`src/rtl/dcmqe_pkg.sv`:
```
// Shared types, constants and helper functions for the DC motor encoder model.
// No dependencies; used by the controller, the datapath and the top level.
package dcmqe_pkg;

  localparam int unsigned TF_W      = 32;
  localparam int unsigned POS_W     = 8;
  localparam int unsigned SPEED_W   = 7;
  localparam int unsigned STEP_W    = 6;
  localparam int unsigned PWM_W     = 8;
  localparam int unsigned MAG_W     = 7;
  localparam int unsigned DVS_W     = MAG_W + 2;
  localparam int unsigned PHASE_W   = 2;
  localparam int unsigned DIV_STEPS = TF_W;
  localparam int unsigned DCNT_W    = $clog2(DIV_STEPS);

  localparam logic [TF_W-1:0]  TICK_FREQ_RESET    = 32'd1000000;
  localparam logic [PWM_W-1:0] PWM_FLOOR          = 8'd55;
  localparam logic [POS_W:0]   POSITIONS_PER_TURN = 9'd200;
  localparam logic [MAG_W-1:0] MAG_STEP_MIN       = 7'd3;
  localparam logic [DCNT_W-1:0] DIV_LAST          = DCNT_W'(DIV_STEPS - 1);

  // Stream widths
  localparam int unsigned S_TDATA_W = 16;
  localparam int unsigned M_TDATA_W = 24;

  typedef enum logic [1:0] {
    ST_IDLE,
    ST_POS,
    ST_DELTA,
    ST_DIV
  } dcmqe_state_t;

  typedef struct packed {
    logic capture;
    logic tick;
    logic pos_upd;
    logic delta;
    logic div_step;
    logic div_finish;
    logic load_out;
  } dcmqe_cmd_t;

  typedef struct packed {
    logic out_valid;
    logic need_div;
  } dcmqe_sts_t;

  // floor(x/3) for x < 128 by reciprocal multiply
  function automatic logic [STEP_W-1:0] div3(input logic [SPEED_W-1:0] x);
    logic [15:0] prod;
    prod = 16'(x) * 16'd171;
    return prod[14:9];
  endfunction

  // Encoder phase that a position sits in: (x mod 10) * 2 / 5
  function automatic logic [PHASE_W-1:0] phase_of_pos(input logic [POS_W-1:0] x);
    logic [15:0] prod;
    logic [4:0]  q;
    logic [7:0]  r;
    logic [PHASE_W-1:0] ph;
    prod = 16'(x) * 16'd205;
    q    = prod[15:11];
    r    = x - ({3'b0, q} * 8'd10);
    case (r[3:0])
      4'd0, 4'd1, 4'd2: ph = 2'd0;
      4'd3, 4'd4:       ph = 2'd1;
      4'd5, 4'd6, 4'd7: ph = 2'd2;
      default:          ph = 2'd3;
    endcase
    return ph;
  endfunction

  // Drive the pin that belongs to a phase; pins = {pin_b, pin_a}
  function automatic logic [1:0] drive_pins(input logic [PHASE_W-1:0] ph,
                                            input logic [1:0] pins);
    logic [1:0] p;
    p = pins;
    case (ph)
      2'd0:    p[0] = 1'b0;
      2'd1:    p[1] = 1'b1;
      2'd2:    p[0] = 1'b1;
      default: p[1] = 1'b0;
    endcase
    return p;
  endfunction

endpackage

```
`src/rtl/dcmqe_ctrl.sv`:
```
// Controller state machine: sequences frame requests through position update,
// delta evaluation and the serial interval divider. Depends on dcmqe_pkg.
module dcmqe_ctrl
  import dcmqe_pkg::*;
(
  input  logic       clk,
  input  logic       rst,
  input  logic       s_tvalid,
  input  logic       is_tick,
  input  logic       m_tready,
  input  dcmqe_sts_t sts,
  output logic       s_tready,
  output dcmqe_cmd_t cmd
);

  dcmqe_state_t      state, state_next;
  logic [DCNT_W-1:0] div_cnt, div_cnt_next;
  logic              accept;

  assign s_tready = (state == ST_IDLE) && (!sts.out_valid || m_tready);
  assign accept   = s_tvalid && s_tready;

  always_ff @(posedge clk) begin
    if (rst) begin
      state   <= ST_IDLE;
      div_cnt <= '0;
    end else begin
      state   <= state_next;
      div_cnt <= div_cnt_next;
    end
  end

  always_comb begin
    state_next = state;
    case (state)
      ST_IDLE:  if (accept && !is_tick) state_next = ST_POS;
      ST_POS:   state_next = ST_DELTA;
      ST_DELTA: state_next = sts.need_div ? ST_DIV : ST_IDLE;
      ST_DIV:   if (div_cnt == DIV_LAST) state_next = ST_IDLE;
      default:  state_next = ST_IDLE;
    endcase
  end

  always_comb begin
    cmd          = '0;
    div_cnt_next = div_cnt;
    case (state)
      ST_IDLE: begin
        cmd.capture  = accept && !is_tick;
        cmd.tick     = accept && is_tick;
        cmd.load_out = accept && is_tick;
      end
      ST_POS: cmd.pos_upd = 1'b1;
      ST_DELTA: begin
        cmd.delta    = 1'b1;
        cmd.load_out = 1'b1;
        div_cnt_next = '0;
      end
      ST_DIV: begin
        cmd.div_step   = 1'b1;
        cmd.div_finish = (div_cnt == DIV_LAST);
        div_cnt_next   = div_cnt + 1'b1;
      end
      default: cmd = '0;
    endcase
  end

endmodule

```
`src/rtl/dcmqe_dp.sv`:
```
// Datapath: motor state, encoder phase and pins, tick counter, restoring
// divider for the step interval and the output register. Depends on dcmqe_pkg.
module dcmqe_dp
  import dcmqe_pkg::*;
(
  input  logic                 clk,
  input  logic                 rst,
  input  dcmqe_cmd_t           cmd,
  output dcmqe_sts_t           sts,
  input  logic                 cfg_we,
  input  logic [TF_W-1:0]      cfg_data,
  input  logic                 in_a,
  input  logic                 in_b,
  input  logic [PWM_W-1:0]     in_level,
  input  logic                 m_tready,
  output logic                 m_tvalid,
  output logic                 enc_a,
  output logic                 enc_b,
  output logic [POS_W-1:0]     position,
  output logic [SPEED_W-1:0]   motor_speed,
  output logic                 direction
);

  logic [TF_W-1:0]    tick_freq;
  logic [POS_W-1:0]   pos, pos_next, prev_pos, prev_pos_next;
  logic [SPEED_W-1:0] cur_speed, cur_speed_next;
  logic               dir_reg, dir_reg_next;
  logic [PHASE_W-1:0] phase, phase_next;
  logic [TF_W-1:0]    tick_count, tick_count_next;
  logic [TF_W-1:0]    interval, interval_next;
  logic [1:0]         pins, pins_next;

  logic               fr_a, fr_b;
  logic [PWM_W-1:0]   fr_level;

  logic [TF_W-1:0]    div_quo, div_quo_next;
  logic [DVS_W-1:0]   div_rem, div_rem_next, div_dvs;

  // frame arithmetic
  logic [PWM_W-1:0]   level;
  logic [PWM_W-1:0]   lvl_diff;
  logic [SPEED_W-1:0] speed_raw;
  logic [STEP_W-1:0]  step;
  logic [POS_W:0]     fwd_sum, rev_sum;
  logic signed [POS_W+1:0] delta;
  logic [MAG_W-1:0]   mag;

  // tick arithmetic
  logic [TF_W:0]      tick_inc;
  logic [PHASE_W-1:0] tick_phase;

  // divider step
  logic [DVS_W:0]     rem_sh;
  logic               rem_ge;

  assign level     = (fr_level < PWM_FLOOR) ? PWM_FLOOR : fr_level;
  assign lvl_diff  = level - PWM_FLOOR;
  assign speed_raw = lvl_diff[SPEED_W:1];
  assign step      = div3(speed_raw);
  assign fwd_sum   = {1'b0, pos} + {3'b0, step};
  assign rev_sum   = ({1'b0, pos} >= {3'b0, step}) ? ({1'b0, pos} - {3'b0, step})
                   : ({1'b0, pos} + POSITIONS_PER_TURN - {3'b0, step});

  // wrapped delta between new and previous position, magnitude at most 100
  always_comb begin
    delta = $signed({2'b0, pos}) - $signed({2'b0, prev_pos});
    if (delta < -$signed({1'b0, POSITIONS_PER_TURN >> 1}))
      delta = delta + $signed({1'b0, POSITIONS_PER_TURN});
    else if (delta > $signed({1'b0, POSITIONS_PER_TURN >> 1}))
      delta = delta - $signed({1'b0, POSITIONS_PER_TURN});
    mag = delta[POS_W+1] ? MAG_W'(-delta) : MAG_W'(delta);
  end

  assign sts.need_div  = (mag >= MAG_STEP_MIN);
  assign sts.out_valid = m_tvalid;

  assign tick_inc   = {1'b0, tick_count} + 1'b1;
  assign tick_phase = dir_reg ? phase + 1'b1 : phase - 1'b1;

  assign rem_sh = {div_rem, div_quo[TF_W-1]};
  assign rem_ge = rem_sh >= {1'b0, div_dvs};

  always_comb begin
    pos_next        = pos;
    prev_pos_next   = prev_pos;
    cur_speed_next  = cur_speed;
    dir_reg_next    = dir_reg;
    phase_next      = phase;
    tick_count_next = tick_count;
    interval_next   = interval;
    pins_next       = pins;
    div_quo_next    = {div_quo[TF_W-2:0], rem_ge};
    div_rem_next    = rem_ge ? DVS_W'(rem_sh - {1'b0, div_dvs}) : rem_sh[DVS_W-1:0];

    if (cmd.tick && (interval != '0)) begin
      if (tick_inc >= {1'b0, interval}) begin
        tick_count_next = '0;
        phase_next      = tick_phase;
        pins_next       = drive_pins(tick_phase, pins);
      end else begin
        tick_count_next = tick_inc[TF_W-1:0];
      end
    end

    if (cmd.pos_upd) begin
      cur_speed_next = speed_raw;
      if (fr_a && !fr_b) begin
        dir_reg_next = 1'b0;
        pos_next     = (fwd_sum >= POSITIONS_PER_TURN) ? POS_W'(fwd_sum - POSITIONS_PER_TURN)
                                                     : fwd_sum[POS_W-1:0];
      end else if (!fr_a && fr_b) begin
        dir_reg_next = 1'b1;
        pos_next     = rev_sum[POS_W-1:0];
      end else begin
        cur_speed_next = '0;
      end
    end

    if (cmd.delta) begin
      prev_pos_next = pos;
      interval_next = '0;
      if (mag != '0 && !sts.need_div) begin
        phase_next = phase_of_pos(prev_pos);
        pins_next  = drive_pins(phase_of_pos(prev_pos), pins);
      end
    end

    if (cmd.div_finish)
      interval_next = div_quo_next;
  end

  always_ff @(posedge clk) begin
    if (rst) begin
      tick_freq  <= TICK_FREQ_RESET;
      pos        <= '0;
      prev_pos   <= '0;
      cur_speed  <= '0;
      dir_reg    <= 1'b0;
      phase      <= '0;
      tick_count <= '0;
      interval   <= '0;
      pins       <= '0;
      m_tvalid   <= 1'b0;
    end else begin
      if (cfg_we)
        tick_freq <= cfg_data;
      pos        <= pos_next;
      prev_pos   <= prev_pos_next;
      cur_speed  <= cur_speed_next;
      dir_reg    <= dir_reg_next;
      phase      <= phase_next;
      tick_count <= tick_count_next;
      interval   <= interval_next;
      pins       <= pins_next;
      if (cmd.load_out)
        m_tvalid <= 1'b1;
      else if (m_tready)
        m_tvalid <= 1'b0;
    end
  end

  // payload registers
  always_ff @(posedge clk) begin
    if (cmd.capture) begin
      fr_a     <= in_a;
      fr_b     <= in_b;
      fr_level <= in_level;
    end
    if (cmd.delta) begin
      div_quo <= tick_freq;
      div_rem <= '0;
      div_dvs <= {mag, 2'b00};
    end else if (cmd.div_step) begin
      div_quo <= div_quo_next;
      div_rem <= div_rem_next;
    end
    if (cmd.load_out) begin
      enc_a       <= pins_next[0];
      enc_b       <= pins_next[1];
      position    <= pos_next;
      motor_speed <= cur_speed_next;
      direction   <= dir_reg_next;
    end
  end

endmodule

```
`src/rtl/dc_motor_quadrature_encoder_model_core.sv`:
```
// Top level of the DC motor / quadrature encoder model: ports, stream packing,
// and the controller and datapath. Depends on dcmqe_pkg, dcmqe_ctrl, dcmqe_dp.
//
//   channel  | direction | handshake          | payload
//   ---------+-----------+--------------------+-----------------------------------
//   s_       | in        | s_tvalid/s_tready  | tuser: action; tdata: bridge, PWM
//   m_       | out       | m_tvalid/m_tready  | tdata: encoder pins, pos, speed, dir
//   cfg_     | in        | cfg_valid/cfg_ready| cfg_data: tick_freq
//
// A tick request's result is loaded into the output register on the same edge
// that takes the request, so ticks stream at one per clock while the output
// side keeps pace.
// A frame request runs through capture, position update and delta; when the
// wrapped delta is three or more the 32-step restoring divider for the step
// interval runs after them, and the frame holds the input until it is done.
// Reset (rst, synchronous) clears all motor state and restores tick_freq.
// The output register separates the sides: a new request is taken while a
// result waits, as long as that result is taken in the same cycle.
module dc_motor_quadrature_encoder_model_core
  import dcmqe_pkg::*;
(
  input  logic                 clk,
  input  logic                 rst,
  // input stream
  input  logic                 s_tvalid,
  output logic                 s_tready,
  input  logic [S_TDATA_W-1:0] s_tdata,  // [0] bridge_a, [1] bridge_b, [9:2] pwm_level
  input  logic [0:0]           s_tuser,  // [0] action (0 frame, 1 tick)
  // output stream
  output logic                 m_tvalid,
  input  logic                 m_tready,
  output logic [M_TDATA_W-1:0] m_tdata,  // [0] enc_a, [1] enc_b, [9:2] position,
                                         // [16:10] motor_speed, [17] direction
  // configuration write
  input  logic                 cfg_valid,
  output logic                 cfg_ready,
  input  logic [TF_W-1:0]      cfg_data
);

  dcmqe_cmd_t         cmd;
  dcmqe_sts_t         sts;
  logic               enc_a, enc_b, direction;
  logic [POS_W-1:0]   position;
  logic [SPEED_W-1:0] motor_speed;

  // Configuration is to be written only while idle (the block does not enforce this): always take it
  assign cfg_ready = 1'b1;

  dcmqe_ctrl u_ctrl (
    .clk      (clk),
    .rst      (rst),
    .s_tvalid (s_tvalid),
    .is_tick  (s_tuser[0]),
    .m_tready (m_tready),
    .sts      (sts),
    .s_tready (s_tready),
    .cmd      (cmd)
  );

  dcmqe_dp u_dp (
    .clk         (clk),
    .rst         (rst),
    .cmd         (cmd),
    .sts         (sts),
    .cfg_we      (cfg_valid && cfg_ready),
    .cfg_data    (cfg_data),
    .in_a        (s_tdata[0]),
    .in_b        (s_tdata[1]),
    .in_level    (s_tdata[9:2]),
    .m_tready    (m_tready),
    .m_tvalid    (m_tvalid),
    .enc_a       (enc_a),
    .enc_b       (enc_b),
    .position    (position),
    .motor_speed (motor_speed),
    .direction   (direction)
  );

  // Pack the result fields from bit 0 upward, pad to whole bytes
  assign m_tdata = {6'b0, direction, motor_speed, position, enc_b, enc_a};

endmodule

```
`config.mk`:
```
export PLATFORM = sky130hd
export DESIGN_NAME = dc_motor_quadrature_encoder_model_core
export DESIGN_NICKNAME = d
export VERILOG_FILES = /design/src/rtl/dcmqe_pkg.sv /design/src/rtl/dcmqe_ctrl.sv /design/src/rtl/dcmqe_dp.sv /design/src/rtl/dc_motor_quadrature_encoder_model_core.sv
export SDC_FILE = /design/constraint.sdc
export NUM_CORES = 1
export LEC_CHECK = 0
export ABC_AREA = 1
export BUFFER_PORTS_ARGS = -buffer_cell sky130_fd_sc_hd__buf_2
export CORE_MARGIN = 5
export CORE_UTILIZATION = 62
export DETAILED_ROUTE_END_ITERATION = 10
export PLACE_DENSITY = 0.81
export SLEW_MARGIN = 5
export SYNTH_ARGS = -nofsm -noshare
export SYNTH_HDL_FRONTEND = slang
export SYNTH_HIERARCHICAL = 1
export SYNTH_SLANG_ARGS = --single-unit
```
`constraint.sdc`:
```
create_clock -name clk -period 10.4 [get_ports clk]
set_input_delay 2.08 -clock clk [delete_from_list [all_inputs] [get_ports clk]]
set_output_delay 2.08 -clock clk [all_outputs]
set_load 0.05 [all_outputs]
```
==> qor.csv, run 1 <==
metric;value;unit
outcome;complete, no violations;
path_clk_slew;0.06;ns
synth_async_sr_flop_share;0;
port_buffers;67;
clock_latency;0.52;ns
report.final.setup_viol;0;
ys.flop_type;dfxtp_1;
area.growth.synth_to_final;9.920;%
critical_path.most_common_cell;inv_1;
wire_length_of_the_first_global_routing_pass;53.23;mm
layout-drive-gt1-share;0.1006;
max_freq;124.6;MHz
syn_area;0.01385;mm2
fin_crit_sh;0.7716;
unrepaired_setup_endpoints_after_global_routing;false;
cp_slowest_cell;fa_1;
timing.critical_path.from_type;register;
timing.final.max_slew_violations;0;
cpPeakStageDelay;0.54;ns
height_of_the_die;159.5;um
max-slew-margin-rel;0.2668;
antennaDiodeCount;0;
ant_nets;0;
critical_path_arrival;8.28;ns
grt_use_total;0.2444;
cts.sinks;208;
grt_remaining_overflow;0;
vias_per_cell;5.521;
synthDominantAreaCellType;dfxtp_1;
yosysMostFrequentCell;nand2_1;
timing.hold.ws;0.4650;ns
io_pins;81;
synth_seq_area_share;0.3491;
synth.area.top_cells;dfxtp_1 (20%), edfxtp_1 (15%), ha_1 (13%), nand2_1 (12%), inv_1 (7.3%);
min_path_type;reg2reg;
clock_path_buffers;3;
synth.ff_latch_count;208;
start_util;0.6326;
drtPass1Iterations;7;
overall_routed_net_length;31.96;mm
cts_setup_buffers;0;
htree_num_levels;1;
synth_enable_flop_cells;67;
core.rowCount;54;
period_needed;8.024;ns
cts_tree;done;
yosys.area.top_type_share;0.2038;
worstMarginPinSlew;1.096;ns
synth.cells.most_frequent;nand2_1 (434), inv_1 (269), a21oi_1 (150), ha_1 (147), dfxtp_1 (141);
critical_path.endpoint_type;register;
vias;11810;
largest_net_degree_at_the_start_of_global_routing;56;
wire_per_inst;14.94;um
fill_cells;1759;
syn-mean-instance-area;7.736;um2
required_time_at_the_worst_slack_endpoint;10.66;ns
utilization;0.6954;
number_of_failing_hold_endpoints_at_the_final_stage;0;
drcViolationCount;0;
tritoncts_buffer_count;25;
post_cts_resized;0;
final_critical_path_setup_slack;2.376;ns
fp.dieArea;0.02542;mm2
finalSetupTns;0;ns
max_cap_check_violation_count;0;
finalWeightedCongestion;0.9033;
detailedPlace.worstSlack;2.480;ns
dp.final_hpwl;23.21;mm
finalClockSkew;0.01555;ns
timing.setup.critical_path_class;reg2reg;
floorplan.die.width;159.5;um
grt_antenna_before_repair;0;
core_ar;0.02189;mm2
worst-path-max-fanout;9;
netlist-cell-type-count;60;
synth_cells;1790;
initialDrtViolationCount;982;
clock-root-buffer;clkbuf_16;
cts-hold-fix-buffers;0;
vias_in_the_first_global_route;11300;
synthesis.yosys.warnings;6;
nets;2071;
-- cell usage in the layout (no fill, tap or decap), types with 29 or more instances in the layout --
master,instances
a21oi_1,150
ha_1,147
edfxtp_1,67
nand2_1,434
inv_1,269
nand3_1,64
dfxtp_1,141
xor2_1,44
fa_1,29
o21ai_0,76
buf_2,67
nor2_1,123
-- layout make-up --
type / count / area, um2 / area share
flip-flops and latches: 208 / 4835 / 0.3176
well taps: 280 / 350.3 / 0.02301
clock inverters: 16 / 162.7 / 0.01069
multi-input cells: 1252 / 7736 / 0.5082
inverters: 278 / 1044 / 0.06855
clock buffers: 29 / 691.9 / 0.04545
repair buffers: 76 / 402.9 / 0.02647
-- worst paths after layout --
| path | start | to | slack (ns) | cells after the start |
|---|---|---|---|---|
| max | u_dp/fr_level[2] | u_dp/position[4] | 2.38 | 37 |
| min | u_dp/tick_freq[16] | u_dp/tick_freq[16] | 0.47 | 2 |
| max reg2reg | u_dp/fr_level[2] | u_dp/position[4] | 2.38 | 37 |
| min reg2reg | u_dp/tick_freq[16] | u_dp/tick_freq[16] | 0.47 | 2 |
-- through the flow --
stage	cell area, um2	std cells
after floorplan	13870	1795
after global placement	14360	2094
after detailed placement	14360	2094
after CTS	15220	2139
after global routing	15220	2139
final	15220	2139
-- critical path: cells and delay by family (launching register included) --
family	cells	cell delay, ns
buffers and inverters	8	0.93
XOR/XNOR	2	0.71
AO/OA/AOI/OAI	10	1.67
adder cells (fa/ha/maj)	7	2.66
flip-flops	1	0.36
AND/OR/NAND/NOR	10	1.47
-- per-layer routing --
| layer | share of wire | vias up | global-route usage |
|---|---|---|---|
| met2 | 0.47 | 349 | 0.4181 |
| met5 | 0 | - | 0 |
| met1 | 0.45 | 5506 | 0.3302 |
| li1 | - | 5899 | - |
| met4 | 0.024 | 0 | 0.06669 |
| met3 | 0.054 | 56 | 0.02822 |
-- cells by family (layout without fill, tap and decap cells) --
| group | after synthesis | after routing | synth area share |
|---|---|---|---|
| AOI/OAI and AO/OA | 276 | 276 | 0.1106 |
| DFF | 208 | 208 | 0.3491 |
| other | 2 | 7 | 0.0005423 |
| xor gates and xnor gates | 57 | 57 | 0.03659 |
| buffers and inverters | 335 | 399 | 0.09460 |
| and+or+nand+nor | 736 | 736 | 0.2338 |
| adders and majority gates | 176 | 176 | 0.1747 |
Power of run 1 is left out: the tool's default activity adds up to more than one toggle a clock period on the data nets, which glitch-free logic cannot reach.
==> run 2: changes to the inputs <==
ABC_AREA = 0   (was 1)
clock period = 8.28 ns   (was 10.4 ns; I/O delays follow)
==> run 2 against run 1 <==
  * Global-route usage decreased by 0.85 points
  * Die area increased by 0.31%
  * Largest cell class unchanged
  * Clock-buffer cell count increased by 1
  * Register-to-register slack got worse by 2.0 ns
  * Via count decreased by 7.6%
  * Critical path type unchanged
  * Highest routed layer unchanged
  * Routed wire length decreased by 2.1%
  * Cell count decreased by 13%
  * Core utilization decreased by 0.16 points
  * Critical path depth decreased by 2
  * Fmax increased by 1.9%
==> qor.csv, run 2 <==
metric;value;unit;change
outcome;complete, no violations;;
area.growth.synth_to_final;9.644;%;
vias_per_cell;5.894;;+6.7%
syn_area;0.01389;mm2;+0.33%
synth.cells.most_frequent;inv_1 (149), ha_1 (147), nor2_1 (143), dfxtp_1 (141), a21oi_1 (108);;
vias_in_the_first_global_route;10840;;-4.0%
netlist-cell-type-count;87;;+45%
cts-hold-fix-buffers;0;;unchanged
cellLeakagePower;6.715;nW;
timing.setup.critical_path_class;reg2reg;;
yosysMostFrequentCell;inv_1;;
irDropWorstVdd;0.4981;mV;
htree_num_levels;1;;unchanged
dp.final_hpwl;22.31;mm;-3.9%
clock-root-buffer;clkbuf_16;;
max_freq;127.0;MHz;+1.9%
layout-drive-gt1-share;0.1240;;+0.02345
number_of_failing_hold_endpoints_at_the_final_stage;0;;unchanged
wire_length_of_the_first_global_routing_pass;51.33;mm;-3.6%
grt_antenna_before_repair;0;;unchanged
wire_per_inst;16.90;um;+13%
antennaDiodeCount;0;;unchanged
core.rowCount;54;;unchanged
cpPeakStageDelay;0.54;ns;about the same
report.final.setup_viol;0;;unchanged
layout_common_cells;inv_1 (149), ha_1 (146), nor2_1 (143);;
synthDominantAreaCellType;dfxtp_1;;
overall_routed_net_length;31.29;mm;-2.1%
tritoncts_buffer_count;23;;-8.0%
finalSetupTns;0;ns;unchanged
clock_latency;0.52;ns;about the same
drcViolationCount;0;;unchanged
worst-path-max-fanout;5;;-4
height_of_the_die;159.7;um;+0.16%
drtPass1Iterations;8;;+1
max_cap_check_violation_count;0;;unchanged
finalClockSkew;0.01089;ns;-0.004666 ns
nets;1785;;-14%
cts_tree;done;;
port_buffers;67;;unchanged
path_clk_slew;0.06;ns;about the same
synth_seq_area_share;0.3480;;-0.001163
synth_cells;1513;;-15%
critical_path.most_common_cell;ha_1;;
synth.ff_latch_count;208;;unchanged
synth.area.top_cells;dfxtp_1 (20%), edfxtp_1 (14%), ha_1 (13%), fa_1 (4.2%), inv_1 (4.0%);;
ant_nets;0;;unchanged
clock_path_buffers;3;;unchanged
period_needed;7.875;ns;-0.1491 ns
power-per-cell-area;396.1;mW/mm2;
floorplan.die.width;159.7;um;+0.16%
io_pins;81;;unchanged
yosys.area.top_type_share;0.2032;;-0.0006791
start_util;0.6328;;about the same
vias;10920;;-7.6%
worstMarginPinSlew;1.071;ns;-0.02471 ns
cts.sinks;208;;unchanged
max-slew-margin-rel;0.2860;;+0.01917
synthesis.yosys.warnings;6;;unchanged
fp.dieArea;0.02550;mm2;+0.31%
critical_path.endpoint_type;register;;
grt_remaining_overflow;0;;unchanged
synth_async_sr_flop_share;0;;unchanged
initialDrtViolationCount;844;;-14%
synth_enable_flop_cells;67;;unchanged
finalWeightedCongestion;0.8947;;-0.95%
timing.critical_path.from_type;register;;
detailedPlace.worstSlack;0.1244;ns;-2.356 ns
core_ar;0.02196;mm2;+0.31%
most_common_cell_after_layout_fill_and_taps_aside;inv_1;;
min_path_type;reg2reg;;
grt_use_total;0.2359;;-0.008494
cp_slowest_cell;fa_1;;
critical_path_arrival;8.33;ns;+0.05 ns
timing.final.max_slew_violations;0;;unchanged
fin_crit_sh;0.9511;;+0.1795
largest_net_degree_at_the_start_of_global_routing;83;;+48%
final_critical_path_setup_slack;0.4046;ns;-1.971 ns
ys.flop_type;dfxtp_1;;
syn-mean-instance-area;9.183;um2;+19%
required_time_at_the_worst_slack_endpoint;8.73;ns;-1.93 ns
==> run 2: area by class of cell <==
type,instances,area (um2)
sequential,208,4835
clock buffer,30,633.1
fill,1638,6724
multi-input combinational,1091,8290
inverter,151,566.8
clock inverter,12,123.9
tap,280,350.3
timing repair buffer,80,435.4
==> run 2: stage by stage <==
step           utilization  std cells  area, um2  hold slack [ns]  power [mW]
6_report            0.6938       1852      15230           0.4602       6.035
5_1_grt             0.6938       1852      15230           0.4922       6.513
4_1_cts             0.6891       1848      15130           0.4598       5.911
3_5_place_dp        0.6546       1806      14370           0.4516       4.844
3_3_place_gp        0.6546       1806      14370           0.4436       4.734
2_1_floorplan            -       1518      13910           0.4301       4.161
==> run 2: worst paths after layout <==
kind	startpoint	endpoint	slack (ns)	depth (start not counted)
min	u_ctrl/div_cnt[4]	u_ctrl/div_cnt[4]	0.46	2
max	u_dp/fr_level[2]	u_dp/pos[7]	0.40	35
max reg2reg	u_dp/fr_level[2]	u_dp/pos[7]	0.40	35
min reg2reg	u_ctrl/div_cnt[4]	u_ctrl/div_cnt[4]	0.46	2
==> run 2: kinds of logic after synthesis <==
logic type                 after synthesis  share of synthesized area
DFF                                    208                     0.3480
muxes                                   87                    0.06574
other                                    2                  0.0005405
AOI/OAI and AO/OA                      292                     0.1377
adders and majority gates              176                     0.1742
xor gates and xnor gates                83                    0.05394
buffers and inverters                  219                    0.06285
and+or+nand+nor                        446                     0.1571
==> run 2: repair_timing <==
action,CTS,global route
buffers inserted,0,4
setup endpoints to repair,0,12
gates resized for setup,0,14
==> run 2: power breakdown <==
group	internal (mW)	switching (mW)	leakage [nW]	total, mW
combinational	1.45	2.19	4.58	3.64
sequential	1.27	0.0956	1.77	1.37
clock	0.605	0.423	0.371	1.03
==> run 2: critical path, delay by kind of cell, from the launching register on <==
family,cells,cell delay (ns)
xor+xnor,1,0.19
mux,1,0.25
buf+inv,4,0.35
flops,1,0.42
simple gates,5,0.70
compound gates,15,2.58
fa+ha+maj,9,3.31
==> run 2: layer usage <==
metal / up-vias / global-route usage / share of wire
met3: 77 / 0.02474 / 0.050
li1: 5341 / - / -
met4: 0 / 0.07613 / 0.031
met5: - / 0 / 0
met2: 301 / 0.4164 / 0.49
met1: 5196 / 0.3045 / 0.43
Note: power is estimated with default switching activity, not from simulation.
